<file path="config.mk">
export PLATFORM = sky130hd
export DESIGN_NAME = cartridge_bank_mapper_irq_core
export DESIGN_NICKNAME = d
export VERILOG_FILES = /design/src/rtl/core/cbm_pkg.sv /design/src/rtl/core/cartridge_bank_mapper_irq_core.sv /design/src/rtl/core/cbm_regs.sv /design/src/rtl/core/cbm_irq.sv /design/src/rtl/core/cbm_xlate.sv
export SDC_FILE = /design/constraint.sdc
export NUM_CORES = 1
export LEC_CHECK = 0
export BUFFER_PORTS_ARGS = -buffer_cell sky130_fd_sc_hd__buf_2
export CORE_AREA = 2 2 143 145
export CTS_BUF_LIST = sky130_fd_sc_hd__clkbuf_4
export DETAILED_ROUTE_END_ITERATION = 8
export DIE_AREA = 0 0 145 147
export SETUP_SLACK_MARGIN = 0.4
export SLEW_MARGIN = 20
export SYNTH_ARGS = -nofsm -noshare
export SYNTH_HDL_FRONTEND = slang
export SYNTH_SLANG_ARGS = --single-unit
</file>
<file path="constraint.sdc">
create_clock -name clock -period 3.5 [get_ports clock]
set_input_delay 0.525 -clock clock [delete_from_list [all_inputs] [get_ports clock]]
set_output_delay 0.525 -clock clock [all_outputs]
set_load 0.005 [all_outputs]
</file>
<file path="src/rtl/core/cbm_pkg.sv">
// Shared types and constants for the cartridge bank mapper with scanline interrupt.
package cbm_pkg;

   localparam int CPU_ADDR_W  = 16;
   localparam int PPU_ADDR_W  = 14;
   localparam int DATA_W      = 8;
   localparam int PRG_BANK_W  = 6;
   localparam int CHR_BANK_W  = 8;
   localparam int BANK_CNT_W  = 7;
   localparam int IRQ_COUNT_W = 10;
   localparam int NUM_BANKS   = 8;
   localparam int CSR_DATA_W  = 32;
   localparam int CSR_ADDR_W  = 3;

   localparam int EDGE_FILTER_TICKS_DEFAULT = 9;

   localparam logic [BANK_CNT_W-1:0] PRG_BANK_COUNT_RESET = 7'd64;

   // Item kinds
   localparam logic REQ_CPU_WRITE  = 1'b0;
   localparam logic REQ_VIDEO_TICK = 1'b1;

   // Configuration register indexes (paddr[2])
   localparam logic CSR_PRG_BANK_COUNT = 1'b0;
   localparam logic CSR_FOUR_SCREEN    = 1'b1;

   // Write regions of the upper half of the CPU map (address bits 14:13)
   localparam logic [1:0] REGION_BANK = 2'd0;
   localparam logic [1:0] REGION_MIRR = 2'd1;
   localparam logic [1:0] REGION_IRQ  = 2'd2;
   localparam logic [1:0] REGION_ENAB = 2'd3;

   // Work RAM window 0x6000-0x7FFF on address bits 15:13
   localparam logic [2:0] WRAM_WINDOW = 3'b011;

   localparam int FIXED_BANK_R6 = 6;
   localparam int FIXED_BANK_R7 = 7;

   typedef struct packed {
      logic                  req_type;
      logic [CPU_ADDR_W-1:0] cpu_addr;
      logic [DATA_W-1:0]     cpu_data;
      logic [PPU_ADDR_W-1:0] ppu_addr;
   } req_item_type;

   typedef struct packed {
      logic                  irq_request;
      logic                  mirror_horizontal;
      logic                  ram_write_blocked;
      logic                  ram_enabled;
      logic [PRG_BANK_W-1:0] prg_bank;
      logic [CHR_BANK_W-1:0] chr_bank;
   } rsp_item_type;

   typedef struct packed {
      logic                               prg_mode;
      logic                               chr_invert;
      logic                               mirror_flag;
      logic                               write_protect;
      logic                               ram_enable;
      logic [NUM_BANKS-1:0][DATA_W-1:0]   bank_regs;
   } map_state_type;

   typedef struct packed {
      logic              tick;
      logic              a12;
      logic              count_reload;
      logic              irq_on;
      logic [DATA_W-1:0] irq_latch;
   } irq_ctrl_type;

endpackage

</file>
<file path="src/rtl/core/cartridge_bank_mapper_irq_core.sv">
// An accepted request is held in the input register, its response in the result
// register on rsp_valid. Throughput: one transaction per cycle unless rsp_stall holds;
// each has one item, and a single pass of decode, counter and translation sits between.
// Reset (synchronous, active high) clears every mapper register, the counter and the
// edge filter, empties both stages and sets prg_bank_count to 64, four_screen to 0.
// Top level of the cartridge bank mapper with scanline interrupt counter.
module cartridge_bank_mapper_irq_core #(
   parameter int EDGE_FILTER_TICKS = cbm_pkg::EDGE_FILTER_TICKS_DEFAULT
) (
   input  logic                           clock,
   input  logic                           reset,
   input  logic                           req_valid,
   output logic                           req_stall,
   input  cbm_pkg::req_item_type          req_data,
   output logic                           rsp_valid,
   input  logic                           rsp_stall,
   output cbm_pkg::rsp_item_type          rsp_data,
   input  logic                           psel,
   input  logic                           penable,
   input  logic                           pwrite,
   input  logic [cbm_pkg::CSR_ADDR_W-1:0] paddr,
   input  logic [cbm_pkg::CSR_DATA_W-1:0] pwdata,
   output logic [cbm_pkg::CSR_DATA_W-1:0] prdata,
   output logic                           pready
);
   import cbm_pkg::*;

   logic [BANK_CNT_W-1:0] prg_bank_count_ff, prg_bank_count_in;
   logic                  four_screen_ff, four_screen_in;
   logic                  s1_valid_ff, s1_valid_in;
   req_item_type          s1_data_ff;
   logic                  rsp_valid_ff, rsp_valid_in;
   rsp_item_type          rsp_data_ff, rsp_data_in;
   logic                  accept;
   logic                  fire;
   logic                  csr_write;
   logic                  is_write;
   logic                  is_tick;
   map_state_type         state_next;
   irq_ctrl_type          irq_ctrl;
   logic                  irq_request;
   logic [PRG_BANK_W-1:0] prg_bank;
   logic [CHR_BANK_W-1:0] chr_bank;

   // Configuration port
   assign pready    = 1'b1;
   assign csr_write = psel && penable && pwrite && pready;

   always_comb begin
      prg_bank_count_in = prg_bank_count_ff;
      four_screen_in    = four_screen_ff;
      if (csr_write) begin
         case (paddr[2])
            CSR_PRG_BANK_COUNT: prg_bank_count_in = pwdata[BANK_CNT_W-1:0];
            CSR_FOUR_SCREEN:    four_screen_in    = pwdata[0];
            default:            four_screen_in    = four_screen_ff;
         endcase
      end
   end

   always_comb begin
      case (paddr[2])
         CSR_PRG_BANK_COUNT: prdata = {{(CSR_DATA_W-BANK_CNT_W){1'b0}}, prg_bank_count_ff};
         CSR_FOUR_SCREEN:    prdata = {{(CSR_DATA_W-1){1'b0}}, four_screen_ff};
         default:            prdata = '0;
      endcase
   end

   // Advance the input stage whenever the result register is free or being drained
   assign fire      = s1_valid_ff && (!rsp_valid_ff || !rsp_stall);
   assign req_stall = s1_valid_ff && !fire;
   assign accept    = req_valid && !req_stall;

   assign is_write = fire && (s1_data_ff.req_type == REQ_CPU_WRITE);
   assign is_tick  = fire && (s1_data_ff.req_type == REQ_VIDEO_TICK);

   always_comb begin
      s1_valid_in = s1_valid_ff;
      if (accept) begin
         s1_valid_in = 1'b1;
      end else if (fire) begin
         s1_valid_in = 1'b0;
      end
      rsp_valid_in = rsp_valid_ff;
      if (fire) begin
         rsp_valid_in = 1'b1;
      end else if (rsp_valid_ff && !rsp_stall) begin
         rsp_valid_in = 1'b0;
      end
   end

   cbm_regs u_regs (
      .clock       (clock),
      .reset       (reset),
      .write_en    (is_write),
      .cpu_addr    (s1_data_ff.cpu_addr),
      .cpu_data    (s1_data_ff.cpu_data),
      .four_screen (four_screen_ff),
      .tick_en     (is_tick),
      .ppu_addr    (s1_data_ff.ppu_addr),
      .state_next  (state_next),
      .irq_ctrl    (irq_ctrl)
   );

   cbm_irq #(
      .EDGE_FILTER_TICKS (EDGE_FILTER_TICKS)
   ) u_irq (
      .clock       (clock),
      .reset       (reset),
      .enable      (fire),
      .ctrl        (irq_ctrl),
      .irq_request (irq_request)
   );

   cbm_xlate u_xlate (
      .state          (state_next),
      .prg_bank_count (prg_bank_count_ff),
      .cpu_addr       (s1_data_ff.cpu_addr),
      .ppu_addr       (s1_data_ff.ppu_addr),
      .prg_bank       (prg_bank),
      .chr_bank       (chr_bank)
   );

   always_comb begin
      rsp_data_in.irq_request       = irq_request;
      rsp_data_in.mirror_horizontal = state_next.mirror_flag;
      rsp_data_in.ram_write_blocked = (s1_data_ff.req_type == REQ_CPU_WRITE)
                                      && state_next.write_protect
                                      && (s1_data_ff.cpu_addr[CPU_ADDR_W-1:CPU_ADDR_W-3]
                                          == WRAM_WINDOW);
      rsp_data_in.ram_enabled       = state_next.ram_enable;
      rsp_data_in.prg_bank          = prg_bank;
      rsp_data_in.chr_bank          = chr_bank;
   end

   always_ff @(posedge clock) begin
      if (reset) begin
         prg_bank_count_ff <= PRG_BANK_COUNT_RESET;
         four_screen_ff    <= 1'b0;
         s1_valid_ff       <= 1'b0;
         rsp_valid_ff      <= 1'b0;
      end else begin
         prg_bank_count_ff <= prg_bank_count_in;
         four_screen_ff    <= four_screen_in;
         s1_valid_ff       <= s1_valid_in;
         rsp_valid_ff      <= rsp_valid_in;
      end
   end

   always_ff @(posedge clock) begin
      if (accept) begin
         s1_data_ff <= req_data;
      end
      if (fire) begin
         rsp_data_ff <= rsp_data_in;
      end
   end

   assign rsp_valid = rsp_valid_ff;
   assign rsp_data  = rsp_data_ff;

   assert property (@(posedge clock) disable iff (reset) $rose(rsp_valid_ff) |-> $past(fire))
      else $error("response raised without a processed transaction");

   assert property (@(posedge clock) disable iff (reset) fire |=> rsp_valid_ff)
      else $error("processed transaction lost before the result register");

   assert property (@(posedge clock) disable iff (reset) !s1_valid_ff |-> !req_stall)
      else $error("request stalled while the input stage is empty");

   assert property (@(posedge clock) disable iff (reset)
      (rsp_valid_ff && rsp_stall && !fire) |=> (rsp_valid_ff && $stable(rsp_data_ff)))
      else $error("held response changed while stalled");

endmodule

</file>
<file path="src/rtl/core/cbm_regs.sv">
// CPU write decoder and the mapper's bank, mode and interrupt control registers.
module cbm_regs (
   input  logic                           clock,
   input  logic                           reset,
   input  logic                           write_en,
   input  logic [cbm_pkg::CPU_ADDR_W-1:0] cpu_addr,
   input  logic [cbm_pkg::DATA_W-1:0]     cpu_data,
   input  logic                           four_screen,
   input  logic                           tick_en,
   input  logic [cbm_pkg::PPU_ADDR_W-1:0] ppu_addr,
   output cbm_pkg::map_state_type         state_next,
   output cbm_pkg::irq_ctrl_type          irq_ctrl
);
   import cbm_pkg::*;

   logic [2:0]                     bank_select_ff, bank_select_in;
   logic                           prg_mode_ff, prg_mode_in;
   logic                           chr_invert_ff, chr_invert_in;
   logic [NUM_BANKS-1:0][DATA_W-1:0] bank_regs_ff, bank_regs_in;
   logic                           mirror_flag_ff, mirror_flag_in;
   logic                           write_protect_ff, write_protect_in;
   logic                           ram_enable_ff, ram_enable_in;
   logic [DATA_W-1:0]              irq_latch_ff, irq_latch_in;
   logic                           irq_on_ff, irq_on_in;
   logic                           odd;
   logic                           hit;
   logic [1:0]                     region;

   assign odd    = cpu_addr[0];
   assign hit    = write_en && cpu_addr[CPU_ADDR_W-1];
   assign region = cpu_addr[CPU_ADDR_W-2:CPU_ADDR_W-3];

   always_comb begin
      bank_select_in   = bank_select_ff;
      prg_mode_in      = prg_mode_ff;
      chr_invert_in    = chr_invert_ff;
      bank_regs_in     = bank_regs_ff;
      mirror_flag_in   = mirror_flag_ff;
      write_protect_in = write_protect_ff;
      ram_enable_in    = ram_enable_ff;
      irq_latch_in     = irq_latch_ff;
      irq_on_in        = irq_on_ff;
      if (hit) begin
         case (region)
            REGION_BANK: begin
               if (!odd) begin
                  bank_select_in = cpu_data[2:0];
                  prg_mode_in    = cpu_data[6];
                  chr_invert_in  = cpu_data[7];
               end else begin
                  bank_regs_in[bank_select_ff] = cpu_data;
               end
            end
            REGION_MIRR: begin
               if (!odd) begin
                  if (!four_screen) begin
                     mirror_flag_in = cpu_data[0];
                  end
               end else begin
                  write_protect_in = cpu_data[6];
                  ram_enable_in    = cpu_data[7];
               end
            end
            REGION_IRQ: begin
               if (!odd) begin
                  irq_latch_in = cpu_data;
               end
            end
            REGION_ENAB: begin
               irq_on_in = odd;
            end
            default: begin
               irq_on_in = irq_on_ff;
            end
         endcase
      end
   end

   always_ff @(posedge clock) begin
      if (reset) begin
         bank_select_ff   <= '0;
         prg_mode_ff      <= 1'b0;
         chr_invert_ff    <= 1'b0;
         bank_regs_ff     <= '0;
         mirror_flag_ff   <= 1'b0;
         write_protect_ff <= 1'b0;
         ram_enable_ff    <= 1'b0;
         irq_latch_ff     <= '0;
         irq_on_ff        <= 1'b0;
      end else begin
         bank_select_ff   <= bank_select_in;
         prg_mode_ff      <= prg_mode_in;
         chr_invert_ff    <= chr_invert_in;
         bank_regs_ff     <= bank_regs_in;
         mirror_flag_ff   <= mirror_flag_in;
         write_protect_ff <= write_protect_in;
         ram_enable_ff    <= ram_enable_in;
         irq_latch_ff     <= irq_latch_in;
         irq_on_ff        <= irq_on_in;
      end
   end

   // Translation sees the state as left by this transaction
   always_comb begin
      state_next.prg_mode      = prg_mode_in;
      state_next.chr_invert    = chr_invert_in;
      state_next.mirror_flag   = mirror_flag_in;
      state_next.write_protect = write_protect_in;
      state_next.ram_enable    = ram_enable_in;
      state_next.bank_regs     = bank_regs_in;
   end

   always_comb begin
      irq_ctrl.tick         = tick_en;
      irq_ctrl.a12          = ppu_addr[12];
      irq_ctrl.count_reload = hit && (region == REGION_IRQ) && odd;
      irq_ctrl.irq_on       = irq_on_ff;
      irq_ctrl.irq_latch    = irq_latch_ff;
   end

endmodule

</file>
<file path="src/rtl/core/cbm_irq.sv">
// Rising-edge filter on the a12 address line and scanline interrupt counter.
module cbm_irq #(
   parameter int EDGE_FILTER_TICKS = cbm_pkg::EDGE_FILTER_TICKS_DEFAULT
) (
   input  logic                  clock,
   input  logic                  reset,
   input  logic                  enable,
   input  cbm_pkg::irq_ctrl_type ctrl,
   output logic                  irq_request
);
   import cbm_pkg::*;

   localparam int LOW_W = $clog2(EDGE_FILTER_TICKS + 1);
   localparam logic [LOW_W-1:0] LOW_MAX = LOW_W'(EDGE_FILTER_TICKS);
   localparam logic signed [IRQ_COUNT_W-1:0] COUNT_RELOAD = '1;

   logic signed [IRQ_COUNT_W-1:0] irq_count_ff, irq_count_in;
   logic signed [IRQ_COUNT_W-1:0] count_dec;
   logic [LOW_W-1:0]              low_ticks_ff, low_ticks_in;
   logic                          last_a12_ff, last_a12_in;
   logic                          rise;
   logic                          count_clock;

   assign rise        = ctrl.tick && ctrl.a12 && !last_a12_ff;
   assign count_clock = rise && (low_ticks_ff >= LOW_MAX);
   assign count_dec   = irq_count_ff - IRQ_COUNT_W'(1);
   assign irq_request = count_clock && (count_dec == '0) && ctrl.irq_on;

   always_comb begin
      irq_count_in = irq_count_ff;
      low_ticks_in = low_ticks_ff;
      last_a12_in  = last_a12_ff;
      if (ctrl.count_reload) begin
         irq_count_in = COUNT_RELOAD;
      end else if (count_clock) begin
         if (count_dec <= $signed(IRQ_COUNT_W'(0))) begin
            irq_count_in = $signed({{(IRQ_COUNT_W-DATA_W){1'b0}}, ctrl.irq_latch});
         end else begin
            irq_count_in = count_dec;
         end
      end
      if (ctrl.tick) begin
         last_a12_in = ctrl.a12;
         if (rise) begin
            low_ticks_in = '0;
         end else if (!ctrl.a12 && (low_ticks_ff < LOW_MAX)) begin
            low_ticks_in = low_ticks_ff + LOW_W'(1);
         end
      end
   end

   always_ff @(posedge clock) begin
      if (reset) begin
         irq_count_ff <= '0;
         low_ticks_ff <= '0;
         last_a12_ff  <= 1'b0;
      end else if (enable) begin
         irq_count_ff <= irq_count_in;
         low_ticks_ff <= low_ticks_in;
         last_a12_ff  <= last_a12_in;
      end
   end

   assert property (@(posedge clock) disable iff (reset) low_ticks_ff <= LOW_MAX)
      else $error("low tick count beyond filter length");

endmodule

</file>
<file path="src/rtl/core/cbm_xlate.sv">
// Program and character bank translation from the mapper state.
module cbm_xlate (
   input  cbm_pkg::map_state_type           state,
   input  logic [cbm_pkg::BANK_CNT_W-1:0]   prg_bank_count,
   input  logic [cbm_pkg::CPU_ADDR_W-1:0]   cpu_addr,
   input  logic [cbm_pkg::PPU_ADDR_W-1:0]   ppu_addr,
   output logic [cbm_pkg::PRG_BANK_W-1:0]   prg_bank,
   output logic [cbm_pkg::CHR_BANK_W-1:0]   chr_bank
);
   import cbm_pkg::*;

   logic [PRG_BANK_W-1:0] second_last;
   logic [PRG_BANK_W-1:0] last;
   logic [PRG_BANK_W-1:0] r6;
   logic [PRG_BANK_W-1:0] r7;
   logic [2:0]            slot;
   logic [DATA_W-1:0]     pair_reg;

   assign second_last = prg_bank_count[PRG_BANK_W-1:0] - PRG_BANK_W'(2);
   assign last        = prg_bank_count[PRG_BANK_W-1:0] - PRG_BANK_W'(1);
   assign r6          = state.bank_regs[FIXED_BANK_R6][PRG_BANK_W-1:0];
   assign r7          = state.bank_regs[FIXED_BANK_R7][PRG_BANK_W-1:0];

   always_comb begin
      if (!cpu_addr[CPU_ADDR_W-1]) begin
         prg_bank = '0;
      end else begin
         case (cpu_addr[CPU_ADDR_W-2:CPU_ADDR_W-3])
            2'd0:    prg_bank = state.prg_mode ? second_last : r6;
            2'd1:    prg_bank = r7;
            2'd2:    prg_bank = state.prg_mode ? r6 : second_last;
            default: prg_bank = last;
         endcase
      end
   end

   // Invert swaps the 2 KiB and 1 KiB halves of the pattern space
   assign slot     = {ppu_addr[12] ^ state.chr_invert, ppu_addr[11:10]};
   assign pair_reg = state.bank_regs[{2'b00, slot[1]}];

   always_comb begin
      if (ppu_addr[13]) begin
         chr_bank = '0;
      end else if (!slot[2]) begin
         chr_bank = {pair_reg[DATA_W-1:1], slot[0]};
      end else begin
         chr_bank = state.bank_regs[slot - 3'd2];
      end
   end

endmodule

</file>
==> results.md <==
- Fill cell count: 2,059
- CP Capture Type: flip-flop
- Synth top area share: 29.3%
- Initial detailed-routing violation count: 436
- Area share of fa/ha/maj cells after synthesis: 1.46%
- Worst path buffer plus inverter count: 0
- Num Clock Sinks: 135
- Router iterations before antenna repair: 7
- Final core occ: 38.6%
- Most common cell after layout, fill and taps aside: dfxtp_1
- Crit path arrival time: about 3200 ps
- CP Launch Type: flip-flop
- Post-CTS Setup Inserts: 0
- Mapped Area: 0.00684 mm2
- TritonCTS buffer count: 17
- Yosys reg bits: 135
- Core ar.: 0.0198 mm2
- Slew HR: 30.1%
- Initial Utilization: 34.5%
- Number of H-tree levels: 4
- Ratio of cells with drive above 1 in the final layout: 17.0%
- Hpwl dp: 11,800 um
- Vias in the first global route: 5,250
- Die area: 0.0213 mm2
- Worst path top cell family by delay: simple AND/OR/NAND/NOR gates
- Setup TNS: 0 ps
- Routed WL: between 15,000 and 20,000 um
- Avg WL per Cell: 16.3 um
- Drt via density: 5.20
- GRT Residual Overflow: 0
- All-Layer GR Usage: 16.5%
- Worst min-delay path category: in -> reg
- PostCTS Resize Cnt: 0
- Tcrit/Tclk final: 82.7%
- Main synth FF type: dfxtp_1
- Synth Area in Compound Gates: 14.6%
- Area Overhead vs Synth: 12.1%
- CTS max path bufs: 2
- Largest net degree at the start of global routing: 54
- Peak Freq: 0.345 GHz
- Max Cap Violations: 0
- Main combinational cell family by area after synthesis: simple AND/OR/NAND/NOR gates
- First-pass GRT wire length: 28,100 um
- Area leader, netlist: dfxtp_1
- Async set-reset flop share out of synthesis: 0%
- Root buffer selected by CTS: clkbuf_4
- Met1 wire length: 8090 um
- Static Leak: 2.80 nW
- Max incr delay on CP: 740 ps
- Clk Latency, worst-skew pair: 570 ps
- Final clock skew: 20.4 ps
- Port Buffers: 58
- Horiz. Die Dim: 145 um
- Routability cong.: 0.835
- Multiplexer area fraction after synthesis: ~8.2%
- Mapped Cells: 741
- Die Y: 147 um
- CTS Hold Bufs: 0
- Met2 WL post-DR: 7880 um
- XOR/XNOR Fraction of Synth Area: 2.43%
- Most frequent cells in the layout: 100 x dfxtp_1, 78 x nor2_1, 70 x nand2_1
- Layout net count: between 800 and 900
- ANT nets after route: 0
- Critical path type: reg -> reg
- Outcome: completed
- Synth top area cells: dfxtp_1 29%, edfxtp_1 15%, mux2i_1 6.7%
- Synth cell types: 72
- Crit path time final: around 2900 ps
- PwrDens: 413 mW/mm2
- Synth Area in Simple Gates: 21.1%
- Maximum fanout along the worst path: 13
- Max VDD drop: 0.000249 V
- Top sig layer: met4
- Row count: 52
- Worst EP required: 3840 ps
- CP Cell Sequence: or4b_2, or4_1, nand3b_1, a32oi_1, a311oi_1
- Initial antenna violation count: 1
- Slew Limit Fails: 0
- Post-route DRC: 0
- Sequential share of the synthesized area: between 40 and 50%
- Final Hold Viols: 0
- Synth Warn #: 0
- Met3 WL post-DR: about 950 um
- Syn Area/Cell: 9.23 um2
- CTS tree: yes
- Worst-path clk slew: 130 ps
- Num ports: 134
- RSZ-0062 raised after global routing: false
- Critical path's slowest cell: or4b_2
- Setup violators final: 0
- Vias after detailed routing: approximately 5,600
- Post-synth EDFFs: 35
- Worst-Margin Slew: approximately 1000 ps
worst paths after layout:
path | start | end | slack (ps) | cells after the start
worst max-delay path | s1_data_ff[36] | rsp_data[5] | 610 | 5
worst min-delay path | req_data[14] | s1_data_ff[14] | 120 | 1
worst max register to register | s1_data_ff[36] | rsp_data[5] | 610 | 5
worst min register to register | u_regs.bank_regs_ff[15] | u_regs.bank_regs_ff[15] | 460 | 2
registers in the layout (all words and copies together), names as in the netlist, 3 cells and up:
| signal | flops |
|---|---|
| s1_data_ff | 17 |
| u_irq.irq_count_ff | 10 |
| u_regs.irq_latch_ff | 8 |
| rsp_data | 18 |
| prg_bank_count_ff | 7 |
| u_regs.bank_regs_ff | 58 |
| u_irq.low_ticks_ff | 4 |
| u_regs.bank_select_ff | 3 |
cell type report:
cell class	count	area (um2)	share of cell area (%)
Inverter	17	63.8	0.833
Multi-Input combinational cell	530	3380	44.1
Sequential cell	135	3050	39.8
Antenna cell	1	2.50	0.0326
Timing Repair Buffer	84	485	6.33
Tap cell	270	338	4.41
Clock inverter	13	203	2.64
Clock buffer	19	143	1.86
power by group:
part,internal [W],switching (W)
clock network,0.000650,0.000598
registers,0.00163,0.0000444
logic,0.0000910,0.000151
synthesized netlist by cell type, types with 10 or more instances:
master	instances
nor3_1	26
nand2_1	70
inv_1	16
nor2b_1	16
or3_1	10
nand3_1	16
o221ai_1	14
edfxtp_1	35
nor2_1	78
buf_4	26
clkbuf_1	46
mux2i_1	46
xnor2_1	11
a21oi_1	45
nand3b_1	16
dfxtp_1	100
metrics by stage:
step,hold slack [ps],area [um2],instances,worst slack (ps),total power (W)
2_1_floorplan,427,6930,765,525,0.00187
6_report,122,7660,1069,605,0.00317
4_1_cts,88.9,7660,1068,627,0.00320
5_1_grt,79.4,7660,1069,507,0.00329
3_3_place_gp,433,7320,1036,648,0.00195
3_5_place_dp,443,7320,1036,569,0.00195
cells by family (layout without fill, tap and decap cells):
family / count (synthesis) / count (layout)
other: 2 / 27
AOI/OAI and AO/OA: 137 / 137
adders and majority gates: 8 / 8
xor gates and xnor gates: 19 / 19
and+or+nand+nor: 285 / 285
DFF: 135 / 135
buffers and inverters: 100 / 133
muxes: 55 / 55
metal layers:
layer / vias up / global-route usage (%)
met1: 2641 / 22.2
met4: 0 / 6.88
li1: 2716 / -
met2: 170 / 26.2
met5: - / 0
met3: 33 / 3.29
(Power assumes the default switching activity.)
